[src/rtl/core/ars_pkg.sv]
package ars_pkg;

  // Largest group handled; larger group sizes saturate to it
  localparam int MaxRanks = 1024;

  localparam int DataW = 32;  // element counts and offsets
  localparam int SizeW = 11;  // group size register
  localparam int RankW = 10;  // rank and peer
  localparam int IdxW  = 12;  // block index, up to MaxRanks inclusive
  localparam int StepW = 4;   // exchange step number, up to log2(MaxRanks)
  localparam int CodeW = 8;   // type and operation codes

  typedef enum logic [2:0] {
    ACT_COPY   = 3'd0,
    ACT_SEND   = 3'd1,
    ACT_RECV   = 3'd2,
    ACT_REDUCE = 3'd3,
    ACT_DONE   = 3'd4
  } action_t;

  typedef enum logic [0:0] {
    CFG_GROUP_SIZE = 1'b0,
    CFG_MY_RANK    = 1'b1
  } cfg_reg_t;

  typedef enum logic [2:0] {
    ST_IDLE,
    ST_SETUP,
    ST_PLAN,
    ST_STEP,
    ST_OFF,
    ST_CNT
  } state_t;

  typedef enum logic [3:0] {
    PH_ERR,
    PH_COPY,
    PH_FIN_SEND,
    PH_FIN_RECV,
    PH_FIN_RED,
    PH_RS_RECV,
    PH_RS_SEND,
    PH_RS_RED,
    PH_AG_RECV,
    PH_AG_SEND,
    PH_FOUT,
    PH_DONE
  } phase_t;

  // Fields of one schedule entry that do not come out of the multiplier
  typedef struct packed {
    action_t          action;
    logic [RankW-1:0] peer;
    logic             bsel;
    logic             bar;
    logic             err;
    logic             last;
    logic [CodeW-1:0] dtype;
    logic [CodeW-1:0] op;
  } entry_t;

  // Operands of the shared multiply-add unit: mult * q (+ r)
  typedef struct packed {
    logic [IdxW-1:0] mult;
    logic            add_rem;
  } mul_op_t;

  typedef struct packed {
    logic   unit_en;
    logic   entry_done;
    entry_t entry;
  } seq_ctl_t;

endpackage

[src/rtl/core/ars_mul.sv]
module ars_mul (
  input  logic                       clk,
  input  logic                       en,
  input  ars_pkg::mul_op_t           op,
  input  logic [ars_pkg::DataW-1:0]  blk_q,
  input  logic [ars_pkg::DataW-1:0]  blk_r,
  output logic [ars_pkg::DataW-1:0]  res
);
  import ars_pkg::*;

  logic [DataW+IdxW-1:0] prod;
  logic [DataW-1:0]      sum;
  logic [DataW-1:0]      res_r;

  // Only the low word matters: offsets and counts wrap at 32 bits
  assign prod = {{IdxW{1'b0}}, blk_q} * {{DataW{1'b0}}, op.mult};
  assign sum  = prod[DataW-1:0] + (op.add_rem ? blk_r : '0);

  always_ff @(posedge clk) begin
    if (en) begin
      res_r <= sum;
    end
  end

  assign res = res_r;

endmodule

[src/rtl/core/ars_seq.sv]
module ars_seq (
  input  logic                       clk,
  input  logic                       rst_n,
  input  logic                       in_valid,
  output logic                       in_ready,
  input  logic [ars_pkg::DataW-1:0]  elem_total,
  input  logic                       in_place,
  input  logic [ars_pkg::CodeW-1:0]  dtype_id,
  input  logic [ars_pkg::CodeW-1:0]  op_id,
  input  logic [ars_pkg::SizeW-1:0]  group_size,
  input  logic [ars_pkg::RankW-1:0]  my_rank,
  input  logic                       advance,
  output ars_pkg::seq_ctl_t          ctl,
  output ars_pkg::mul_op_t           mul_op,
  output logic [ars_pkg::DataW-1:0]  blk_q,
  output logic [ars_pkg::DataW-1:0]  blk_r
);
  import ars_pkg::*;

  function automatic phase_t core_start(logic act, logic [StepW-1:0] lg, logic fold);
    phase_t ph;
    if (act && lg != '0) ph = PH_RS_RECV;
    else if (fold)       ph = PH_FOUT;
    else                 ph = PH_DONE;
    return ph;
  endfunction

  function automatic phase_t after_copy(logic fold, logic odd, logic act,
                                        logic [StepW-1:0] lg);
    phase_t ph;
    if (fold) ph = odd ? PH_FIN_RECV : PH_FIN_SEND;
    else      ph = core_start(act, lg, fold);
    return ph;
  endfunction

  state_t state_r, state_nxt;
  phase_t phase_r, phase_nx, plan_phase;

  // request
  logic [DataW-1:0] cnt_r;
  logic             inpl_r;
  logic [CodeW-1:0] dtype_r, op_r;

  // group geometry
  logic [SizeW-1:0] size_c;
  logic [StepW-1:0] lg_c, lg_r;
  logic [IdxW-1:0]  pof2_c, pof2_r;
  logic [RankW-1:0] rank_c, rank_r, rem_c, rem_r;
  logic             fold_c, fold_r, active_c, active_r, err_c;
  logic [RankW-1:0] newrank_c, newrank_r;
  logic [DataW-1:0] q_r, r_r;

  // exchange step bookkeeping
  logic [StepW-1:0] k_r;
  logic [IdxW-1:0]  send_r, recv_r, last_r;
  logic [IdxW-1:0]  sa_r, sb_r, ra_r, rb_r;
  logic [RankW-1:0] dst_r, mask_c, newdst_c, dst_c;
  logic [IdxW-1:0]  half_c, send_h, recv_h, send_m, last_ag;
  logic             up_c, rs_more, is_last;

  // current entry
  entry_t          entry_c;
  logic [IdxW-1:0] off_idx, cnt_a, cnt_b;

  // --- geometry from the configuration ---
  always_comb begin
    if (group_size == '0)                    size_c = SizeW'(1);
    else if (group_size > SizeW'(MaxRanks))  size_c = SizeW'(MaxRanks);
    else                                     size_c = group_size;
    lg_c = '0;
    for (int i = 0; i < SizeW; i++) begin
      if (size_c[i]) lg_c = StepW'(i);
    end
  end

  assign pof2_c = IdxW'(1) << lg_c;
  assign rank_c = ({1'b0, my_rank} >= size_c) ? RankW'(size_c - SizeW'(1)) : my_rank;
  assign rem_c  = RankW'(size_c - SizeW'(pof2_c));

  assign fold_c    = {1'b0, rank_r} < {rem_r, 1'b0};
  assign newrank_c = fold_c ? (rank_r >> 1) : (rank_r - rem_r);
  assign active_c  = !(fold_c && !rank_r[0]);
  assign err_c     = cnt_r < DataW'(pof2_r);

  assign plan_phase = err_c ? PH_ERR :
                      (!inpl_r ? PH_COPY : after_copy(fold_c, rank_r[0], active_c, lg_r));

  // --- step arithmetic ---
  assign mask_c   = RankW'(1) << k_r;
  assign half_c   = pof2_r >> (k_r + StepW'(1));
  assign newdst_c = newrank_r ^ mask_c;
  assign dst_c    = (newdst_c < rem_r) ? {newdst_c[RankW-2:0], 1'b1} : (newdst_c + rem_r);
  assign up_c     = (newrank_r & mask_c) == '0;
  assign send_h   = send_r + half_c;
  assign recv_h   = recv_r + half_c;
  assign send_m   = send_r - half_c;
  assign last_ag  = (k_r != lg_r - StepW'(1)) ? (last_r + half_c) : last_r;
  assign rs_more  = (k_r + StepW'(1)) < lg_r;

  // --- entry descriptor ---
  always_comb begin
    entry_c        = '0;
    entry_c.action = ACT_DONE;
    entry_c.dtype  = dtype_r;
    entry_c.op     = op_r;
    off_idx        = '0;
    cnt_a          = '0;
    cnt_b          = pof2_r;
    unique case (phase_r)
      PH_ERR: begin
        entry_c.err  = 1'b1;
        entry_c.last = 1'b1;
        cnt_b        = '0;
      end
      PH_COPY: begin
        entry_c.action = ACT_COPY;
        entry_c.bar    = 1'b1;
      end
      PH_FIN_SEND: begin
        entry_c.action = ACT_SEND;
        entry_c.peer   = rank_r + RankW'(1);
        entry_c.bar    = 1'b1;
      end
      PH_FIN_RECV: begin
        entry_c.action = ACT_RECV;
        entry_c.peer   = rank_r - RankW'(1);
        entry_c.bsel   = 1'b1;
        entry_c.bar    = 1'b1;
      end
      PH_FIN_RED: begin
        entry_c.action = ACT_REDUCE;
        entry_c.bar    = 1'b1;
      end
      PH_RS_RECV: begin
        entry_c.action = ACT_RECV;
        entry_c.peer   = dst_r;
        entry_c.bsel   = 1'b1;
        off_idx        = recv_r;
        cnt_a          = ra_r;
        cnt_b          = rb_r;
      end
      PH_RS_SEND: begin
        entry_c.action = ACT_SEND;
        entry_c.peer   = dst_r;
        entry_c.bar    = 1'b1;
        off_idx        = send_r;
        cnt_a          = sa_r;
        cnt_b          = sb_r;
      end
      PH_RS_RED: begin
        entry_c.action = ACT_REDUCE;
        entry_c.bar    = 1'b1;
        off_idx        = recv_r;
        cnt_a          = ra_r;
        cnt_b          = rb_r;
      end
      PH_AG_RECV: begin
        entry_c.action = ACT_RECV;
        entry_c.peer   = dst_r;
        off_idx        = recv_r;
        cnt_a          = ra_r;
        cnt_b          = rb_r;
      end
      PH_AG_SEND: begin
        entry_c.action = ACT_SEND;
        entry_c.peer   = dst_r;
        entry_c.bar    = 1'b1;
        off_idx        = send_r;
        cnt_a          = sa_r;
        cnt_b          = sb_r;
      end
      PH_FOUT: begin
        entry_c.action = rank_r[0] ? ACT_SEND : ACT_RECV;
        entry_c.peer   = rank_r[0] ? (rank_r - RankW'(1)) : (rank_r + RankW'(1));
      end
      PH_DONE: begin
        entry_c.last = 1'b1;
        cnt_b        = '0;
      end
      default: begin
        entry_c.last = 1'b1;
      end
    endcase
  end

  assign is_last = (phase_r == PH_ERR) || (phase_r == PH_DONE);

  // --- phase order ---
  always_comb begin
    case (phase_r)
      PH_COPY:     phase_nx = after_copy(fold_r, rank_r[0], active_r, lg_r);
      PH_FIN_SEND: phase_nx = PH_FOUT;
      PH_FIN_RECV: phase_nx = PH_FIN_RED;
      PH_FIN_RED:  phase_nx = core_start(active_r, lg_r, fold_r);
      PH_RS_RECV:  phase_nx = PH_RS_SEND;
      PH_RS_SEND:  phase_nx = PH_RS_RED;
      PH_RS_RED:   phase_nx = rs_more ? PH_RS_RECV : PH_AG_RECV;
      PH_AG_RECV:  phase_nx = PH_AG_SEND;
      PH_AG_SEND:  phase_nx = (k_r != '0) ? PH_AG_RECV : (fold_r ? PH_FOUT : PH_DONE);
      PH_FOUT:     phase_nx = PH_DONE;
      default:     phase_nx = PH_DONE;
    endcase
  end

  // --- sequencer ---
  always_comb begin
    state_nxt      = state_r;
    in_ready       = 1'b0;
    ctl.unit_en    = 1'b0;
    ctl.entry_done = 1'b0;
    ctl.entry      = entry_c;
    mul_op.mult    = off_idx;
    mul_op.add_rem = 1'b0;
    unique case (state_r)
      ST_IDLE: begin
        in_ready = 1'b1;
        if (in_valid) state_nxt = ST_SETUP;
      end
      ST_SETUP: state_nxt = ST_PLAN;
      ST_PLAN: begin
        state_nxt = (plan_phase == PH_RS_RECV) ? ST_STEP : ST_OFF;
      end
      ST_STEP: state_nxt = ST_OFF;
      ST_OFF: begin
        ctl.unit_en = advance;
        if (advance) state_nxt = ST_CNT;
      end
      ST_CNT: begin
        mul_op.mult    = (cnt_b > cnt_a) ? (cnt_b - cnt_a) : '0;
        mul_op.add_rem = (cnt_b > cnt_a) && (cnt_b >= pof2_r);
        ctl.unit_en    = advance;
        ctl.entry_done = advance;
        if (advance) begin
          if (is_last)                         state_nxt = ST_IDLE;
          else if (phase_nx == PH_RS_RECV ||
                   phase_nx == PH_AG_RECV)     state_nxt = ST_STEP;
          else                                 state_nxt = ST_OFF;
        end
      end
      default: state_nxt = ST_IDLE;
    endcase
  end

  always_ff @(posedge clk) begin
    if (!rst_n) begin
      state_r <= ST_IDLE;
      phase_r <= PH_DONE;
    end else begin
      state_r <= state_nxt;
      if (state_r == ST_PLAN)  phase_r <= plan_phase;
      else if (ctl.entry_done) phase_r <= phase_nx;
    end
  end

  always_ff @(posedge clk) begin
    if (state_r == ST_IDLE && in_valid) begin
      cnt_r   <= elem_total;
      inpl_r  <= in_place;
      dtype_r <= dtype_id;
      op_r    <= op_id;
    end
    if (state_r == ST_SETUP) begin
      lg_r   <= lg_c;
      pof2_r <= pof2_c;
      rank_r <= rank_c;
      rem_r  <= rem_c;
    end
    if (state_r == ST_PLAN) begin
      fold_r    <= fold_c;
      active_r  <= active_c;
      newrank_r <= newrank_c;
      q_r       <= cnt_r >> lg_r;
      r_r       <= cnt_r & ~({DataW{1'b1}} << lg_r);
      k_r       <= '0;
      send_r    <= '0;
      recv_r    <= '0;
      last_r    <= pof2_r;
    end
    if (state_r == ST_STEP) begin
      dst_r <= dst_c;
      if (phase_r == PH_AG_RECV) begin
        if (up_c) begin
          last_r <= last_ag;
          recv_r <= send_h;
          sa_r   <= send_r;
          sb_r   <= send_h;
          ra_r   <= send_h;
          rb_r   <= last_ag;
        end else begin
          recv_r <= send_m;
          sa_r   <= send_r;
          sb_r   <= last_r;
          ra_r   <= send_m;
          rb_r   <= send_r;
        end
      end else begin
        if (up_c) begin
          send_r <= recv_h;
          sa_r   <= recv_h;
          sb_r   <= last_r;
          ra_r   <= recv_r;
          rb_r   <= recv_h;
        end else begin
          recv_r <= send_h;
          sa_r   <= send_r;
          sb_r   <= send_h;
          ra_r   <= send_h;
          rb_r   <= last_r;
        end
      end
    end
    if (ctl.entry_done && phase_r == PH_RS_RED) begin
      send_r <= recv_r;
      if (rs_more) begin
        last_r <= recv_r + half_c;
        k_r    <= k_r + StepW'(1);
      end
    end
    if (ctl.entry_done && phase_r == PH_AG_SEND) begin
      if (!up_c)      send_r <= recv_r;
      if (k_r != '0)  k_r <= k_r - StepW'(1);
    end
  end

  assign blk_q = q_r;
  assign blk_r = r_r;

endmodule

[src/rtl/core/allreduce_schedule_generator.sv]
// The first entry goes through the setup and plan states, the step state for an exchange, the
// offset and count passes through the shared multiply-add unit, and the pending register.
// Every entry makes both passes, every exchange step a step state; up to 52 entries a request.
// One request is in work at a time; the next is taken once the done entry has been formed.
// Reset (rst_n low at a clock edge): sequencer idle, no entry pending, output empty,
// group_size back to 1 and my_rank to 0.
module allreduce_schedule_generator (
  input  logic                       clk,
  input  logic                       rst_n,
  // request channel
  input  logic                       in_valid,
  output logic                       in_ready,
  input  logic [ars_pkg::DataW-1:0]  in_elem_total,
  input  logic                       in_in_place,
  input  logic [ars_pkg::CodeW-1:0]  in_dtype_id,
  input  logic [ars_pkg::CodeW-1:0]  in_op_id,
  // schedule entry channel
  output logic                       out_valid,
  input  logic                       out_ready,
  output logic [2:0]                 out_action,
  output logic [ars_pkg::RankW-1:0]  out_peer,
  output logic                       out_buffer_sel,
  output logic [ars_pkg::DataW-1:0]  out_elem_offset,
  output logic [ars_pkg::DataW-1:0]  out_elem_count,
  output logic [ars_pkg::CodeW-1:0]  out_dtype_out,
  output logic [ars_pkg::CodeW-1:0]  out_op_out,
  output logic                       out_barrier_after,
  output logic                       out_error,
  output logic                       out_last,
  // configuration write port
  input  logic                       cfg_wr_en,
  input  ars_pkg::cfg_reg_t          cfg_index,
  input  logic [ars_pkg::SizeW-1:0]  cfg_wdata
);
  import ars_pkg::*;

  // Configuration registers, to be written only between requests; the block does not enforce this
  logic [SizeW-1:0] group_size_r;
  logic [RankW-1:0] my_rank_r;

  always_ff @(posedge clk) begin
    if (!rst_n) begin
      group_size_r <= SizeW'(1);
      my_rank_r    <= '0;
    end else if (cfg_wr_en) begin
      unique case (cfg_index)
        CFG_GROUP_SIZE: group_size_r <= cfg_wdata;
        CFG_MY_RANK:    my_rank_r    <= cfg_wdata[RankW-1:0];
        default:        group_size_r <= group_size_r;
      endcase
    end
  end

  // The sequencer walks the phases: optional copy, fold-in, the reduce-scatter steps
  // (three entries each), the allgather steps (two each), fold-out and done, or an error entry.
  // Every entry visits the multiply-add unit twice: first for the element offset
  // (block index times block size), then for the element count (number of blocks
  // times block size, plus the remainder when the range reaches the last block).
  seq_ctl_t         ctl;
  mul_op_t          mul_op;
  logic [DataW-1:0] blk_q, blk_r, mul_res;
  logic             advance;

  ars_seq u_seq (
    .clk        (clk),
    .rst_n      (rst_n),
    .in_valid   (in_valid),
    .in_ready   (in_ready),
    .elem_total (in_elem_total),
    .in_place   (in_in_place),
    .dtype_id   (in_dtype_id),
    .op_id      (in_op_id),
    .group_size (group_size_r),
    .my_rank    (my_rank_r),
    .advance    (advance),
    .ctl        (ctl),
    .mul_op     (mul_op),
    .blk_q      (blk_q),
    .blk_r      (blk_r)
  );

  ars_mul u_mul (
    .clk   (clk),
    .en    (ctl.unit_en),
    .op    (mul_op),
    .blk_q (blk_q),
    .blk_r (blk_r),
    .res   (mul_res)
  );

  // Pending entry: once the count pass is issued, the descriptor and the offset
  // are held here, while the count waits in the unit's result register. While this
  // entry cannot move into the output register, hold the sequencer and the unit.
  logic             pend_r;
  entry_t           pend_entry_r;
  logic [DataW-1:0] pend_off_r;
  logic             out_valid_r;
  logic             slot_busy, emit;

  assign slot_busy = out_valid_r && !out_ready;
  assign emit      = pend_r && !slot_busy;
  assign advance   = !(pend_r && slot_busy);

  always_ff @(posedge clk) begin
    if (!rst_n) begin
      pend_r <= 1'b0;
    end else if (ctl.entry_done) begin
      pend_r <= 1'b1;
    end else if (emit) begin
      pend_r <= 1'b0;
    end
  end

  always_ff @(posedge clk) begin
    if (ctl.entry_done) begin
      pend_entry_r <= ctl.entry;
      pend_off_r   <= mul_res;
    end
  end

  // Output register: refill it in the cycle that the previous item leaves,
  // so a pending entry moves in without waiting for the register to be empty.
  entry_t           out_entry_r;
  logic [DataW-1:0] out_off_r, out_cnt_r;

  always_ff @(posedge clk) begin
    if (!rst_n) begin
      out_valid_r <= 1'b0;
    end else if (emit) begin
      out_valid_r <= 1'b1;
    end else if (out_ready) begin
      out_valid_r <= 1'b0;
    end
  end

  always_ff @(posedge clk) begin
    if (emit) begin
      out_entry_r <= pend_entry_r;
      out_off_r   <= pend_off_r;
      out_cnt_r   <= mul_res;
    end
  end

  assign out_valid         = out_valid_r;
  assign out_action        = out_entry_r.action;
  assign out_peer          = out_entry_r.peer;
  assign out_buffer_sel    = out_entry_r.bsel;
  assign out_elem_offset   = out_off_r;
  assign out_elem_count    = out_cnt_r;
  assign out_dtype_out     = out_entry_r.dtype;
  assign out_op_out        = out_entry_r.op;
  assign out_barrier_after = out_entry_r.bar;
  assign out_error         = out_entry_r.err;
  assign out_last          = out_entry_r.last;

endmodule

[config.mk]
export PLATFORM = sky130hd
export DESIGN_NAME = allreduce_schedule_generator
export DESIGN_NICKNAME = d
export VERILOG_FILES = /design/src/rtl/core/ars_pkg.sv /design/src/rtl/core/ars_mul.sv /design/src/rtl/core/ars_seq.sv /design/src/rtl/core/allreduce_schedule_generator.sv
export SDC_FILE = /design/constraint.sdc
export NUM_CORES = 2
export LEC_CHECK = 0
export BUFFER_PORTS_ARGS = -buffer_cell sky130_fd_sc_hd__buf_4
export CORE_MARGIN = 2
export CORE_UTILIZATION = 25
export CTS_CLUSTER_DIAMETER = 80
export CTS_CLUSTER_SIZE = 30
export DETAILED_ROUTE_END_ITERATION = 10
export SLEW_MARGIN = 5
export SYNTH_ARGS = -nofsm -noshare
export SYNTH_HDL_FRONTEND = slang
export SYNTH_HIERARCHICAL = 1
export SYNTH_SLANG_ARGS = --single-unit
[constraint.sdc]
create_clock -name clk -period 8.3 [get_ports clk]
set_input_delay 1.66 -clock clk [delete_from_list [all_inputs] [get_ports clk]]
set_output_delay 1.66 -clock clk [all_outputs]
set_load 0.01 [all_outputs]
==> out/results.ini <==
[cells_and_area]
finalInstanceArea_um2=42600
register_area_um2=13300
multi_input_area_um2=20600
diodes=0
instances_no_fill=5721
area_growth_pct=19.6
drive_above_1_share=0.173
nFillCells=14500
layout.nets=4366
finalCoreUtilization=0.301

[floorplanning]
num_rows=138
core-area_um2=141000
die_width_um=381
pin_count=165
initial_core_util=0.252
die_height_um=381
die_area_um2=145000

[timing]
whs_ps=414
maxSlewViolCount=0
tightest_slew_ps=1020
rsz0062_at_grt=yes
period_share=1.01
max_freq_ghz=0.119
skew_ps=60.6
hold_viol=0
finalWorstSetupSlack_ps=-116
setup_viol=2
maxSlewHeadroom=0.314
fin_crit_ps=8420

[worst_setup_path]
cpMostUsedCell=fa_1
crit_path_start_kind=flop
critPathMaxStageDelay_ps=530
path_max_fanout=7
critPathKind=flop to flop
crit_path_end_kind=flop
slowest_stage=fa_1
reg2reg_depth=36
worstPathRequired_ps=8630
crit_arrival_ps=8750

[logic_synthesis]
yosys_register_bits=466
async_reset_ff_frac=0
synth_top_area_frac=0.334
syn_inst=3515
synth_top_area_cell=edfxtp_1
netlist_area_um2=35600
synth_area_per_cell_um2=10.1
yosysWarnings=6
synth_cell_types=101
seq_area_frac_synth=0.373
synthTopCellsByArea=edfxtp_1 (33%), fa_1 (16%), ha_1 (7.7%)
synth-edff-count=396
synth_flop_cell=edfxtp_1

[route]
drt_wl_total_um=99100
vias=26500
antenna_left=0
drc=0
vias_per_cell=4.63
initialDrtViolationCount=2074
first_pass_iters=8
wl_per_cell_um=17.3

[clock_network]
clk_latency_ps=640
root_buffer=clkbuf_16
clockBufferDepth=3
cts_tree=done
htreeDepth=2
clk_pin_slew_ps=100
cts_buffers=34
numClockSinks=466

[placement]
place_ws_ps=-531
dp_hpwl_um=76500
gp_congestion=0.913
dp_cells=5626
port_buffers=164
placed_cell_area_um2=40300

[pwr]
p_per_area_nw_per_um2=217
vdd_ir_drop_max_uv=154
p_leak_nw=17.7
p_seq_frac=0.349
p_sw_frac=0.411
p_sw_mw=3.79
pwr-share-comb=0.444
clock_power_share=0.207
p_int_mw=5.45

[grt]
grt_pass1_vias=26700
grtUsageTotal=0.134
grt_pass1_wl_um=154000
grt_antenna_before_repair=2
grt_max_degree=62
grt_overflow_total=0

[worst_hold_path]
hold_path_depth=0
hold_path_class=flop to flop

[outcome]
violations=negative setup slack
outcome=finished with violations

[flow_run]
cap_violations=0

[cells by family after synthesis]
family / Yosys count / share of synthesized area
buffers and inverters: 612 / 0.0695
DFF: 466 / 0.373
AOI/OAI and AO/OA: 638 / 0.116
other: 1 / 0.000105
xor gates and xnor gates: 130 / 0.0320
adders and majority gates: 495 / 0.232
muxes: 105 / 0.0342
and+or+nand+nor: 1068 / 0.142
[what timing repair did]
action | in CTS | in global routing
setup endpoints to repair | 16 | 16
resized for setup | 80 | 57
hold buffers | 0 | 0
gates cloned | 1 | 0
pin swaps | 69 | 27
buffers inserted | 28 | 6
[metal layers]
| metal | wire length [um] | track usage |
|---|---|---|
| met2 | 45400 | 0.216 |
| met1 | 44900 | 0.187 |
| met4 | 1800 | 0.0299 |
| met3 | 7000 | 0.0212 |
| met5 | 27 | 0 |
[critical path, delay by kind of cell (launching register included)]
family / cells / cell delay [ps]
DFF: 1 / 400
adders and majority gates: 7 / 3010
AOI/OAI and AO/OA: 12 / 2600
and+or+nand+nor: 6 / 850
buffers and inverters: 11 / 1230
[power groups by stage]
stage                     Clock [mW]  Sequential [mW]  Combinational, mW
after global routing            2.06             3.25               4.53
after detailed placement           0             3.26               3.91
after global placement             0             3.26               3.85
after floorplan                    0             3.10               2.83
after CTS                       1.98             3.21               4.01
final                           1.91             3.23               4.11
[per-stage QoR]
stage               power, mW  setup TNS [ps]
global placement         7.11           -2080
detailed placement       7.17           -3390
finish                   9.24            -221
floorplan                5.93           -15.5
CTS                      9.20           -47.7
global route             9.84           -1940
[sequential cells by signal, summed over array words and instances (netlist names), 11 cells and up]
register / count
u_seq/ra_r: 12
u_seq/sa_r: 12
out_elem_offset: 32
u_seq/sb_r: 12
u_seq/pof2_r: 12
u_seq/send_r: 12
u_seq/rb_r: 12
pend_entry_r: 33
group_size_r: 11
u_seq/recv_r: 12
u_seq/blk_q: 32
u_mul/res: 32
pend_off_r: 32
u_seq/last_r: 12
out_elem_count: 32
u_seq/blk_r: 15
u_seq/cnt_r: 32
[Yosys cell counts, types with 9 or more instances]
master and n:
o31ai_1 12, mux4_2 11, buf_4 21, buf_2 20, a21oi_1 163, edfxtp_1 396
dfxtp_1 70, nand3_1 28, o21bai_1 9, ha_1 219, a31oi_1 26, nand4_1 13
nand2b_1 48, o21ai_1 30, nor4_1 15, clkbuf_1 123, o22ai_1 30, nor2b_1 35
and3_1 25, nand2_1 490, nor3_1 49, o211ai_1 17, a222oi_1 12, xnor2_1 86
nor2_1 150, or3_1 24, and2_1 153, mux2i_1 70, o21ai_0 128, o31a_1 9
a21o_1 35, a211oi_1 26, o21a_1 19, inv_1 426, a22o_1 11, mux2_2 24
a22oi_1 35, xor2_1 44, buf_1 9, fa_1 276
[cells in the final DEF (no fill, tap or decap), types with 19 or more instances in the layout]
cell type | Yosys | final
clkbuf_16 | 0 | 34
edfxtp_1 | 396 | 396
a21o_1 | 35 | 35
nand3_1 | 28 | 27
mux2_2 | 24 | 24
o21ai_1 | 30 | 34
or3_1 | 24 | 24
fa_1 | 276 | 272
nand2b_1 | 48 | 46
ha_4 | 0 | 20
a31oi_1 | 26 | 25
dfxtp_1 | 70 | 66
nor3_1 | 49 | 47
buf_4 | 21 | 389
o21ai_0 | 128 | 117
a21oi_1 | 163 | 150
xor2_1 | 44 | 44
a211oi_1 | 26 | 24
inv_1 | 426 | 417
and2_1 | 153 | 143
a22oi_1 | 35 | 31
ha_1 | 219 | 195
xnor2_1 | 86 | 85
and3_1 | 25 | 24
mux2i_1 | 70 | 70
o22ai_1 | 30 | 20
nor2b_1 | 35 | 32
nand2_1 | 490 | 483
nor2_1 | 150 | 146
o21a_1 | 19 | 19
[worst paths after layout]
kind                    start            end  slack [ps]
max          u_seq/phase_r[2]  u_mul/res[28]        -120
min          pend_entry_r[29]    out_peer[9]         410
max reg2reg  u_seq/phase_r[2]  u_mul/res[28]        -120
min reg2reg  pend_entry_r[29]    out_peer[9]         410
[final cells by class]
class / count / share of cell area
Clock buffer: 37 / 0.0207
Clock inverter: 25 / 0.00967
Inverter: 431 / 0.0380
Multi-Input combinational cell: 2454 / 0.484
Sequential cell: 466 / 0.313
Tap cell: 1890 / 0.0556
Timing Repair Buffer: 418 / 0.0791
Note: power is estimated with default switching activity, not from simulation.
